$ cat src/oabs_pkg.sv
// Shared types and constants for the order-agnostic binary search block.
package oabs_pkg;

    localparam int DEPTH_DEF = 1024;
    localparam int CNT_W     = 11;
    localparam int SLOT_W    = 10;
    localparam int VAL_W     = 32;
    localparam int POS_W     = 10;

    typedef enum logic {
        CMD_LOAD   = 1'b0,
        CMD_SEARCH = 1'b1
    } t_cmd_code;

    typedef struct packed {
        t_cmd_code                 cmd;
        logic [SLOT_W-1:0]         slot;
        logic signed [VAL_W-1:0]   value;
    } t_item;

    typedef struct packed {
        logic              found;
        logic [POS_W-1:0]  position;
    } t_result;

    typedef enum logic [1:0] {
        RD_ZERO,
        RD_ONE,
        RD_MID
    } t_rd_sel;

    typedef struct packed {
        logic    wr_en;
        logic    take_key;
        t_rd_sel rd_sel;
        logic    latch_e0;
        logic    init_order;
        logic    set_mid;
        logic    step;
        logic    res_set;
        logic    res_found;
    } t_dp_cmd;

    typedef struct packed {
        logic n_zero;
        logic n_one;
        logic range_ok;
        logic eq;
    } t_dp_sts;

endpackage

$ cat src/oabs_ctrl.sv
// Search controller: sequences order check and midpoint probes.
module oabs_ctrl
    import oabs_pkg::*;
(
    input  logic      i_clk,
    input  logic      i_rst_n,
    input  logic      i_start,
    input  t_cmd_code i_cmd_code,
    input  t_dp_sts   i_sts,
    output logic      o_busy,
    output logic      o_strobe,
    output t_dp_cmd   o_cmd
);

    typedef enum logic [2:0] {
        S_IDLE,
        S_CHK,
        S_E0,
        S_E1,
        S_PROBE,
        S_CMP
    } t_state;

    t_state r_state, n_state;
    logic   r_strobe, n_strobe;

    always_comb begin
        n_state  = r_state;
        n_strobe = 1'b0;
        o_cmd    = '0;
        o_cmd.rd_sel = RD_ZERO;
        unique case (r_state)
            S_IDLE: begin
                if (i_start) begin
                    if (i_cmd_code == CMD_SEARCH) begin
                        o_cmd.take_key = 1'b1;
                        n_state        = S_CHK;
                    end else begin
                        o_cmd.wr_en = 1'b1;
                    end
                end
            end
            S_CHK: begin
                if (i_sts.n_zero) begin
                    o_cmd.res_set = 1'b1;
                    n_strobe      = 1'b1;
                    n_state       = S_IDLE;
                end else begin
                    o_cmd.rd_sel = RD_ZERO;
                    n_state      = S_E0;
                end
            end
            S_E0: begin
                o_cmd.latch_e0 = 1'b1;
                if (i_sts.n_one) begin
                    o_cmd.res_set   = 1'b1;
                    o_cmd.res_found = i_sts.eq;
                    n_strobe        = 1'b1;
                    n_state         = S_IDLE;
                end else begin
                    o_cmd.rd_sel = RD_ONE;
                    n_state      = S_E1;
                end
            end
            S_E1: begin
                o_cmd.init_order = 1'b1;
                n_state          = S_PROBE;
            end
            S_PROBE: begin
                if (i_sts.range_ok) begin
                    o_cmd.rd_sel  = RD_MID;
                    o_cmd.set_mid = 1'b1;
                    n_state       = S_CMP;
                end else begin
                    o_cmd.res_set = 1'b1;
                    n_strobe      = 1'b1;
                    n_state       = S_IDLE;
                end
            end
            S_CMP: begin
                if (i_sts.eq) begin
                    o_cmd.res_set   = 1'b1;
                    o_cmd.res_found = 1'b1;
                    n_strobe        = 1'b1;
                    n_state         = S_IDLE;
                end else begin
                    o_cmd.step = 1'b1;
                    n_state    = S_PROBE;
                end
            end
            default: n_state = S_IDLE;
        endcase
    end

    always_ff @(posedge i_clk) begin
        if (!i_rst_n) begin
            r_state  <= S_IDLE;
            r_strobe <= 1'b0;
        end else begin
            r_state  <= n_state;
            r_strobe <= n_strobe;
        end
    end

    assign o_busy   = (r_state != S_IDLE);
    assign o_strobe = r_strobe;

endmodule

$ cat config.mk
export PLATFORM = sky130hd
export DESIGN_NAME = oabs_ctrl
export DESIGN_NICKNAME = d
export VERILOG_FILES = /design/src/oabs_pkg.sv /design/src/oabs_ctrl.sv
export SDC_FILE = /design/constraint.sdc
export NUM_CORES = 1
export LEC_CHECK = 0
export BUFFER_PORTS_ARGS = -buffer_cell sky130_fd_sc_hd__buf_4
export CAP_MARGIN = 20
export CORE_AREA = 2 2 39 41
export CTS_CLUSTER_SIZE = 28
export DETAILED_ROUTE_END_ITERATION = 10
export DIE_AREA = 0 0 41 43
export GPL_ROUTABILITY_DRIVEN = 0
export PLACE_DENSITY = 0.5
export SETUP_SLACK_MARGIN = 0.4
export SYNTH_ARGS = -nofsm -noshare
export SYNTH_HDL_FRONTEND = slang
export SYNTH_SLANG_ARGS = --single-unit
$ cat constraint.sdc
create_clock -name i_clk -period 1.4 [get_ports i_clk]
set_clock_uncertainty 0.05 [all_clocks]
set_input_delay 0.28 -clock i_clk [delete_from_list [all_inputs] [get_ports i_clk]]
set_output_delay 0.28 -clock i_clk [all_outputs]
set_load 0.01 [all_outputs]
After elaboration in Yosys (flattened, before gate mapping) --
Cells that the tools add are included.
Word-level totals: output and inout port bits 12, logic and storage cells 41, input port bits 8, bits in registers 4
Operators by class: reductions and logical operators 3, mux-type cells 29, equal/unequal tests 7
Operators by type and width (count):
- 3-bit one-hot mux with 6 select lines | 1
- 2-bit 2-to-1 mux | 7
- 1-bit 2-to-1 mux | 13
- 3-bit 2-to-1 mux | 4
- 1-bit one-hot mux with 4 select lines | 2
- 3-bit by 2-bit equality test with 1-bit output (second input constant) | 2
- 3-bit equality test (second input constant) | 2
- 2-bit inequality test (second input constant) | 2
- 2-bit one-hot mux with 2 select lines | 1
- 3-bit by 1-bit equality test with 1-bit output (second input constant) | 1
- 3-bit logical NOT | 1
- 3-bit nonzero test | 1
- 1-bit one-hot mux with 2 select lines | 1
- 2-bit AND reduction | 1

Depth between registers and ports, before layout --
Gate-level depths: netlist (run 1).
depth after elaboration 3, mapped depth 5, mapped depth without buffers 3

Worst setup path before layout (run 1) --
OpenSTA, ideal clock, no wires.
path type flip-flop to output port, start point register r_state[1], end point output o_cmd[0] (netlist name), path buffers 1, data arrival time 1.013 ns, stages on the path, launching flop included 5, required time 1.070 ns, path slack 0.057 ns, cells stage by stage dfxtp_1 > buf_6 > nor3b_2 > nand2_1 > a21boi_1
RTL lines:
- start: declaration | line oabs_ctrl.sv:24 | t_state r_state, n_state;
- start signal: assignment | line oabs_ctrl.sv:100 | r_state <= n_state;
- end: declaration | line oabs_ctrl.sv:12 | output t_dp_cmd o_cmd

==> flow_summary.yaml, run 1 <==
critical_path:
  critPathTopFamily: "flip-flops"
  path_cells: "and2b_4, nand2_1, a21boi_2, buf_4"
  crit_slowest_cell: "dfxtp_4"
  worstRegToRegCells: 7
  startpoint_type: "flop"
  end_kind: "primary output"
  rrSetupSlack_ns: -0.04
  cp_data_arrival_time_ns: 1.19
  required_ns: 1.07
  path_class: "flop to primary output"
  rr_startpoint: "r_state[1]"
  path_max_fanout: 7
  max_stage_delay_ns: 0.36
  r2r_end: "r_state[2]"
  path_buf_inv: 1
routing:
  drtPass1Iterations: 2
  vias_per_cell: 4.39
  drcViolationCount: 0
  wirelength_um: 947
  vias: 404
  wl_per_cell_um: 10.3
  postRouteAntennaNets: 0
  drt_iter0_drc: 1
global_routing:
  grt_pass1_wl_um: 1550
  grt_start_max_net_pins: 8
  overflow: 0
  grtUsageTotal: 0.133
  grt_pass1_vias: 390
  antenna_found_initial: 0
sta:
  hold_violations: 0
  rsz0062_at_grt: "yes"
  tightest_slew_ns: 0.221
  maxSlewHeadroom: 0.853
  fmax_ghz: 0.658
  setup_slack_ns: -0.119
  setup_violations: 9
  period_minus_slack_ns: 1.52
  min_period_over_period: 1.08
  report.final.slew_viol_count: 0
power:
  internal_power_w: 0.000277
  leakage_nw: 0.362
  swShare: 0.255
  pwr-share-clk: 0.414
  ir_drop_uv: 374
  power_switching_w: 0.0000950
  p_seq_frac: 0.328
  combinationalPowerShare: 0.258
  p_total_w: 0.000372
  powerDensity_mw_per_mm2: 543
yosys:
  netlist_area_um2: 327
  syn_avg_cell_area_um2: 7.59
  synth.yosys.seq_area_share: 0.245
  synth_top_area_share: 0.245
  synthTopCellsByArea: "dfxtp_1, nand2_1, buf_6"
  synth_seq_cells: 4
  ys_types: 21
  synthArstFlopShare: 0
  synth_edf_count: 0
  synth_fp_nets: 51
  syn_inst: 43
  yosysMostFrequentCell: "nand2_1"
  yosysWarnings: 0
  synth_flop_cell: "dfxtp_1"
  netlist_top_cells_count: "nand2_1, inv_1, dfxtp_1"
  yosysTopAreaCell: "dfxtp_1"
status:
  status: "finished, violations left"
  violations: "setup timing"
final_layout:
  final_cell_area_um2: 686
  layout.cells.non_filler: 92
  final-seq-area_um2: 92.6
  multi_input_area_um2: 235
  drive_gt1_frac: 0.737
  n_antenna_cell: 0
  fin_nets: 85
  syn_to_final_growth_pct: 110
  n_fill_cell: 134
worst_hold_path:
  min_from: "i_rst_n"
  holdCritPathClass: "input port to flop"
  hold-path-endpoint: "o_strobe"
  holdPathStages: 2
clocking:
  cts_sinks: 4
  ctsLongestPathBuffers: 2
  cts_tree: "done"
  clkTransAtPathRegs_ns: 0.03
  root_buffer: "clkbuf_4"
  clock_latency_ns: 0.24
  hold_buffers: 0
  cts_buffers: 3
  htree_levels: 1
floorplanning:
  io_pins: 20
  rows: 14
  dieArea_mm2: 0.00176
  die_y_um: 43
  dieWidth_um: 41
  initial_utilization: 0.236
  core_area_mm2: 0.00138
place:
  detailed_place_hpwl_um: 600
  placed_cells: 76
  dpl_cell_area_um2: 497
  numPortBuffers: 19
run:
  drv_cap: 0
[registers in the layout, summed over array words and instances (netlist names)]
signal	cells
o_strobe	1
r_state	3
[power by group through the flow]
stage          Clock [W]  Combinational [W]  Sequential, W
6_report        0.000154          0.0000959       0.000122
3_3_place_gp           0          0.0000766       0.000130
5_1_grt         0.000182           0.000105       0.000123
4_1_cts         0.000162          0.0000927       0.000121
2_1_floorplan          0          0.0000505       0.000123
3_5_place_dp           0          0.0000759       0.000129
[worst reg2reg max path, stage by stage, from the launching register on]
cell and delay, ns:
dfxtp_4 0.36, and2b_4 0.28, nand3b_1 0.12, buf_4 0.16, buf_6 0.10, buf_6 0.10
buf_6 0.10, a31oi_1 0.10
[cell type report]
type | count | share of cell area
Tap cell | 16 | 0.0292
Multi-Input combinational cell | 30 | 0.343
Clock buffer | 4 | 0.0383
Inverter | 6 | 0.0328
Sequential cell | 4 | 0.135
Timing Repair Buffer | 32 | 0.422
[cell families (layout without fill, tap and decap cells)]
logic type / Yosys count / count (layout) / synth area share
flip-flops: 4 / 4 / 0.245
AND/OR/NAND/NOR: 23 / 23 / 0.433
AO/OA/AOI/OAI: 7 / 7 / 0.161
buffers and inverters: 9 / 42 / 0.161
[placed cells by master, fill, tap and decap left out, types with 2 or more instances in the layout]
cell,instances
nand2b_1,2
dfxtp_4,3
nor3_2,2
nand2_1,5
clkbuf_4,3
buf_4,19
nand2_2,2
inv_2,5
a31oi_1,2
buf_6,13
[worst max path at each step]
stage	end	start	cells past startpoint	slack, ns
detailed placement	o_cmd[0]	r_state[1]	4	0.05
floorplan	o_cmd[1]	r_state[1]	5	0.13
global route	o_cmd[0]	r_state[2]	4	-0.18
global placement	o_cmd[0]	r_state[1]	4	0.07
CTS	o_cmd[0]	r_state[1]	4	-0.11
finish	o_cmd[0]	r_state[1]	4	-0.12
[timing repair]
item,CTS,global route
pin swaps,3,10
gates resized for setup,17,7
setup buffers,8,4
endpoints found under the setup margin,15,16
[through the flow]
stage | hold WS (ns) | utilization | setup TNS (ns) | setup slack, ns
CTS | 0.278 | 0.458 | -0.552 | -0.109
global placement | 0.439 | 0.359 | 0 | 0.0677
detailed placement | 0.448 | 0.359 | 0 | 0.0543
floorplan | 0.370 | - | 0 | 0.130
global route | 0.264 | 0.495 | -1.23 | -0.180
finish | 0.273 | 0.495 | -0.491 | -0.119
[routing by layer]
layer  GRT usage  vias to the layer above  share of wire
met5           0                        -              0
met4      0.0800                        0              0
met3      0.0471                        0          0.049
met2       0.200                       11           0.51
met1       0.151                      181           0.44
li1            -                      212              -
(Power assumes the default switching activity.)
==> inputs of run 2 (changes only) <==
==> constraint.sdc (replaced) <==
create_clock -name i_clk -period 1.4 [get_ports i_clk]
set_clock_uncertainty 0.05 [all_clocks]
set_input_delay 0.28 -clock i_clk [delete_from_list [all_inputs] [get_ports i_clk]]
set_output_delay 0.28 -clock i_clk [all_outputs]
set_load 0.005 [all_outputs]
==> flow_summary.yaml, run 2 (synthesis gave the netlist of run 1 again) <==
sta:
  period_minus_slack_ns: 1.49
  fmax_ghz: 0.671
  report.final.slew_viol_count: 0
  rsz0062_at_grt: "yes"
  tightest_slew_ns: 0.198
  hold_violations: 0
  finalSetupTns_ns: -0.516
  maxSlewHeadroom: 0.868
  setup_slack_ns: -0.0894
  min_period_over_period: 1.06
  setup_violations: 9
final_layout:
  top_register: "r_state"
  final_cell_mix: "buf_4, nand2_1, buf_6"
  final_common_cell: "buf_4"
  largest_register_ffs: 3
  fin_nets: 81
  n_antenna_cell: 0
  drive_gt1_frac: 0.625
  syn_to_final_growth_pct: 89.7
  layout.cells.non_filler: 88
floorplanning:
  rows: 14
  dieArea_mm2: 0.00176
  initial_utilization: 0.236
  core_area_mm2: 0.00138
  die_y_um: 43
  dieWidth_um: 41
  io_pins: 20
clocking:
  cts_sinks: 4
  cts_tree: "done"
  ctsLongestPathBuffers: 2
  cts_buffers: 3
  clock_latency_ns: 0.24
  clkTransAtPathRegs_ns: 0.05
  htree_levels: 1
  root_buffer: "clkbuf_4"
power:
  combinationalPowerShare: 0.253
  swShare: 0.263
  ir_drop_uv: 299
  p_total_w: 0.000384
  powerDensity_mw_per_mm2: 621
  internal_power_w: 0.000283
  pwr-share-clk: 0.429
  leakage_nw: 0.344
  p_seq_frac: 0.318
  power_switching_w: 0.000101
status:
  violations: "setup timing"
  status: "finished, violations left"
critical_path:
  worstRegToRegCells: 5
  path_buf_inv: 1
  rrSetupSlack_ns: 0.18
  max_stage_delay_ns: 0.35
  path_cells: "and2b_4, nand2_1, a21boi_1, buf_4"
  critPathTopFamily: "flip-flops"
  required_ns: 1.07
  rr_startpoint: "r_state[1]"
  end_kind: "primary output"
  cp_data_arrival_time_ns: 1.16
  crit_slowest_cell: "dfxtp_4"
  r2r_end: "r_state[2]"
  path_class: "flop to primary output"
  startpoint_type: "flop"
  path_max_fanout: 6
global_routing:
  grt_pass1_vias: 360
  grtUsageTotal: 0.117
  grt_start_max_net_pins: 9
  overflow: 0
  grt_pass1_wl_um: 1370
  antenna_found_initial: 0
worst_hold_path:
  holdPathStages: 2
  hold-path-endpoint: "o_strobe"
  holdCritPathClass: "input port to flop"
  min_from: "i_rst_n"
place:
  placed_cells: 76
  detailed_place_hpwl_um: 606
  numPortBuffers: 19
routing:
  wirelength_um: 891
  postRouteAntennaNets: 0
  vias: 378
  drtPass1Iterations: 4
  drt_iter0_drc: 6
  vias_per_cell: 4.30
  drcViolationCount: 0
  wl_per_cell_um: 10.1
run:
  drv_cap: 0
-- run 2: final cells by class --
type | count | area [µm²]
fillers | 144 | 764
repair buffers | 28 | 233
multi-input cells | 30 | 225
flip-flops and latches | 4 | 92.6
clock buffers | 4 | 26.3
inverters | 6 | 22.5
well taps | 16 | 20.0
-- run 2: worst max-delay path by stage --
stage	endpoint	depth (start not counted)	slack (ns)	start
3_3_place_gp	o_cmd[0]	4	0.09	r_state[1]
2_1_floorplan	o_cmd[1]	5	0.14	r_state[1]
4_1_cts	o_cmd[0]	4	-0.10	r_state[1]
3_5_place_dp	o_cmd[1]	4	0.10	r_state[0]
6_report	o_cmd[0]	4	-0.09	r_state[1]
5_1_grt	o_cmd[0]	4	-0.17	r_state[0]
-- run 2: worst reg2reg max path, delay by kind of cell, from the launching register on --
family	cells	cell delay [ns]
AO/OA/AOI/OAI	1	0.11
flip-flops	1	0.35
buffers and inverters	2	0.25
AND/OR/NAND/NOR	2	0.38
-- run 2: power by group through the flow --
stage / Combinational [W] / Sequential, W / Clock [W]
after global placement: 0.0000711 / 0.000129 / 0
final: 0.0000974 / 0.000122 / 0.000165
after CTS: 0.0000968 / 0.000121 / 0.000173
after global routing: 0.000107 / 0.000123 / 0.000177
after floorplan: 0.0000445 / 0.000122 / 0
after detailed placement: 0.0000704 / 0.000129 / 0
-- run 2: per-layer routing --
layer	part of all wire	vias up	wire, µm	global-route usage
li1	-	203	-	-
met4	0	0	0	0.120
met3	0.049	0	44	0.0157
met1	0.44	163	388	0.141
met5	0	-	0	0
met2	0.51	12	458	0.163
-- run 2: per-stage QoR --
step / hold WS [ns] / utilization / cell area, µm² / setup slack, ns
floorplan: 0.370 / - / 350 / 0.143
global placement: 0.437 / 0.354 / 490 / 0.0859
detailed placement: 0.442 / 0.354 / 490 / 0.101
CTS: 0.242 / 0.434 / 601 / -0.103
global route: 0.260 / 0.448 / 619 / -0.167
finish: 0.246 / 0.448 / 619 / -0.0894
-- run 2: timing repair --
item / in CTS / in global routing
pin swaps: 6 / 3
setup endpoints to repair: 15 / 16
hold buffers: 0 / 0
gates resized for setup: 10 / 4
buffers inserted: 7 / 1
==> inputs of run 3 (changes only) <==
--- a/config.mk
+++ b/config.mk
@@ -12,7 +12,6 @@
 export DETAILED_ROUTE_END_ITERATION = 10
 export DIE_AREA = 0 0 41 43
 export GPL_ROUTABILITY_DRIVEN = 0
-export PLACE_DENSITY = 0.5
 export SETUP_SLACK_MARGIN = 0.4
 export SYNTH_ARGS = -nofsm -noshare
 export SYNTH_HDL_FRONTEND = slang
==> flow_summary.yaml, run 3 (synthesis gave the netlist of run 1 again) <==
status:
  status: "finished, violations left"
  violations: "setup timing"
global_routing:
  grt_pass1_wl_um: 1470
  antenna_found_initial: 0
  grt_pass1_vias: 357
  grtUsageTotal: 0.128
  overflow: 0
  grt_start_max_net_pins: 8
critical_path:
  path_cells: "and2b_4, nand2_1, a21boi_1, buf_4"
  end_kind: "primary output"
  worstRegToRegCells: 5
  path_class: "flop to primary output"
  rrSetupSlack_ns: 0.11
  cp_data_arrival_time_ns: 1.18
  crit_slowest_cell: "dfxtp_4"
  startpoint_type: "flop"
  rr_startpoint: "r_state[0]"
  path_max_fanout: 6
  required_ns: 1.07
  max_stage_delay_ns: 0.35
  r2r_end: "r_state[0]"
floorplanning:
  rows: 14
  initial_utilization: 0.236
  core_area_mm2: 0.00138
  die_y_um: 43
  dieWidth_um: 41
  dieArea_mm2: 0.00176
  io_pins: 20
clocking:
  ctsLongestPathBuffers: 2
  htree_levels: 1
  hold_buffers: 0
  cts_sinks: 4
  clock_latency_ns: 0.25
  cts_buffers: 3
  clkTransAtPathRegs_ns: 0.05
  root_buffer: "clkbuf_4"
  cts_tree: "done"
final_layout:
  syn_to_final_growth_pct: 80.8
  final_common_cell: "buf_4"
  n_antenna_cell: 0
  fin_nets: 80
  final_cell_mix: "buf_4, nand2_1"
  layout.cells.non_filler: 87
  top_register: "r_state"
  largest_register_ffs: 3
  drive_gt1_frac: 0.592
  final_core_util: 0.427
worst_hold_path:
  holdPathStages: 2
  min_from: "i_rst_n"
  holdCritPathClass: "input port to flop"
  hold-path-endpoint: "o_strobe"
place:
  detailed_place_hpwl_um: 572
  place_ws_ns: 0.0425
  placed_cells: 75
  numPortBuffers: 19
power:
  powerDensity_mw_per_mm2: 641
  leakage_nw: 0.327
  ir_drop_uv: 270
routing:
  wirelength_um: 933
  drtPass1Iterations: 4
  drcViolationCount: 0
  postRouteAntennaNets: 0
  drt_iter0_drc: 6
  vias: 395
  vias_per_cell: 4.54
  wl_per_cell_um: 10.7
sta:
  fmax_ghz: 0.663
  maxSlewHeadroom: 0.863
  hold_violations: 0
  tightest_slew_ns: 0.205
  report.final.slew_viol_count: 0
  period_minus_slack_ns: 1.51
  min_period_over_period: 1.08
  setup_slack_ns: -0.108
  setup_violations: 10
  rsz0062_at_grt: "yes"
run:
  drv_cap: 0
==> run 3: cell count changes in the layout (fill, tap and decap cells not counted), sizes merged <==
cell / previous run / this run
buf: 28 / 27
==> run 3: through the flow <==
step	cell area, µm²	hold slack (ns)	TNS, ns	total power [W]
2_1_floorplan	350	0.370	0	0.000167
3_3_place_gp	483	0.438	0	0.000199
3_5_place_dp	483	0.439	0	0.000198
4_1_cts	583	0.231	-0.594	0.000386
5_1_grt	591	0.232	-1.19	0.000410
6_report	591	0.235	-0.524	0.000379
==> run 3: what timing repair did <==
item / CTS / global route
setup buffers: 7 / 1
gates resized for setup: 11 / 0
pin swaps: 5 / 4
hold endpoints to repair: 0 / 0
endpoints found under the setup margin: 16 / 16
cloned: 0 / 0
==> run 3: worst max-delay path by stage <==
stage | slack, ns | from | to
after floorplan | 0.14 | r_state[1] | o_cmd[1]
after global placement | 0.07 | r_state[1] | o_cmd[0]
after detailed placement | 0.04 | r_state[1] | o_cmd[0]
after CTS | -0.10 | r_state[2] | o_cmd[0]
after global routing | -0.21 | r_state[2] | o_cmd[0]
final | -0.11 | r_state[1] | o_cmd[0]
==> run 3: where the power goes <==
group          leakage [nW]  total [W]  internal [W]  switching (W)
sequential           0.0348   0.000121      0.000115     0.00000657
clock                0.0150   0.000170      0.000108      0.0000621
combinational         0.277  0.0000874     0.0000518      0.0000357
total                 0.327   0.000379      0.000274       0.000104
==> run 3: cell type report <==
cell class / instances / area [µm²]
multi-input cells: 30 / 220
fillers: 151 / 793
inverters: 6 / 22.5
flip-flops and latches: 4 / 91.3
clock buffers: 4 / 26.3
well taps: 16 / 20.0
repair buffers: 27 / 210
==> run 3: layer usage <==
layer  vias to the layer above  global-route usage  wire [µm]
li1                        200                   -          -
met1                       176               0.139        383
met2                        17               0.194        462
met3                         2              0.0838         82
met4                         0              0.0400          4
met5                         -                   0          0
==> run 3: worst max-delay path: cells and delay by family (launching register included) <==
kind                   cells  cell delay, ns
flip-flops                 1            0.35
AND/OR/NAND/NOR            2            0.34
AO/OA/AOI/OAI              1            0.13
buffers and inverters      1            0.12
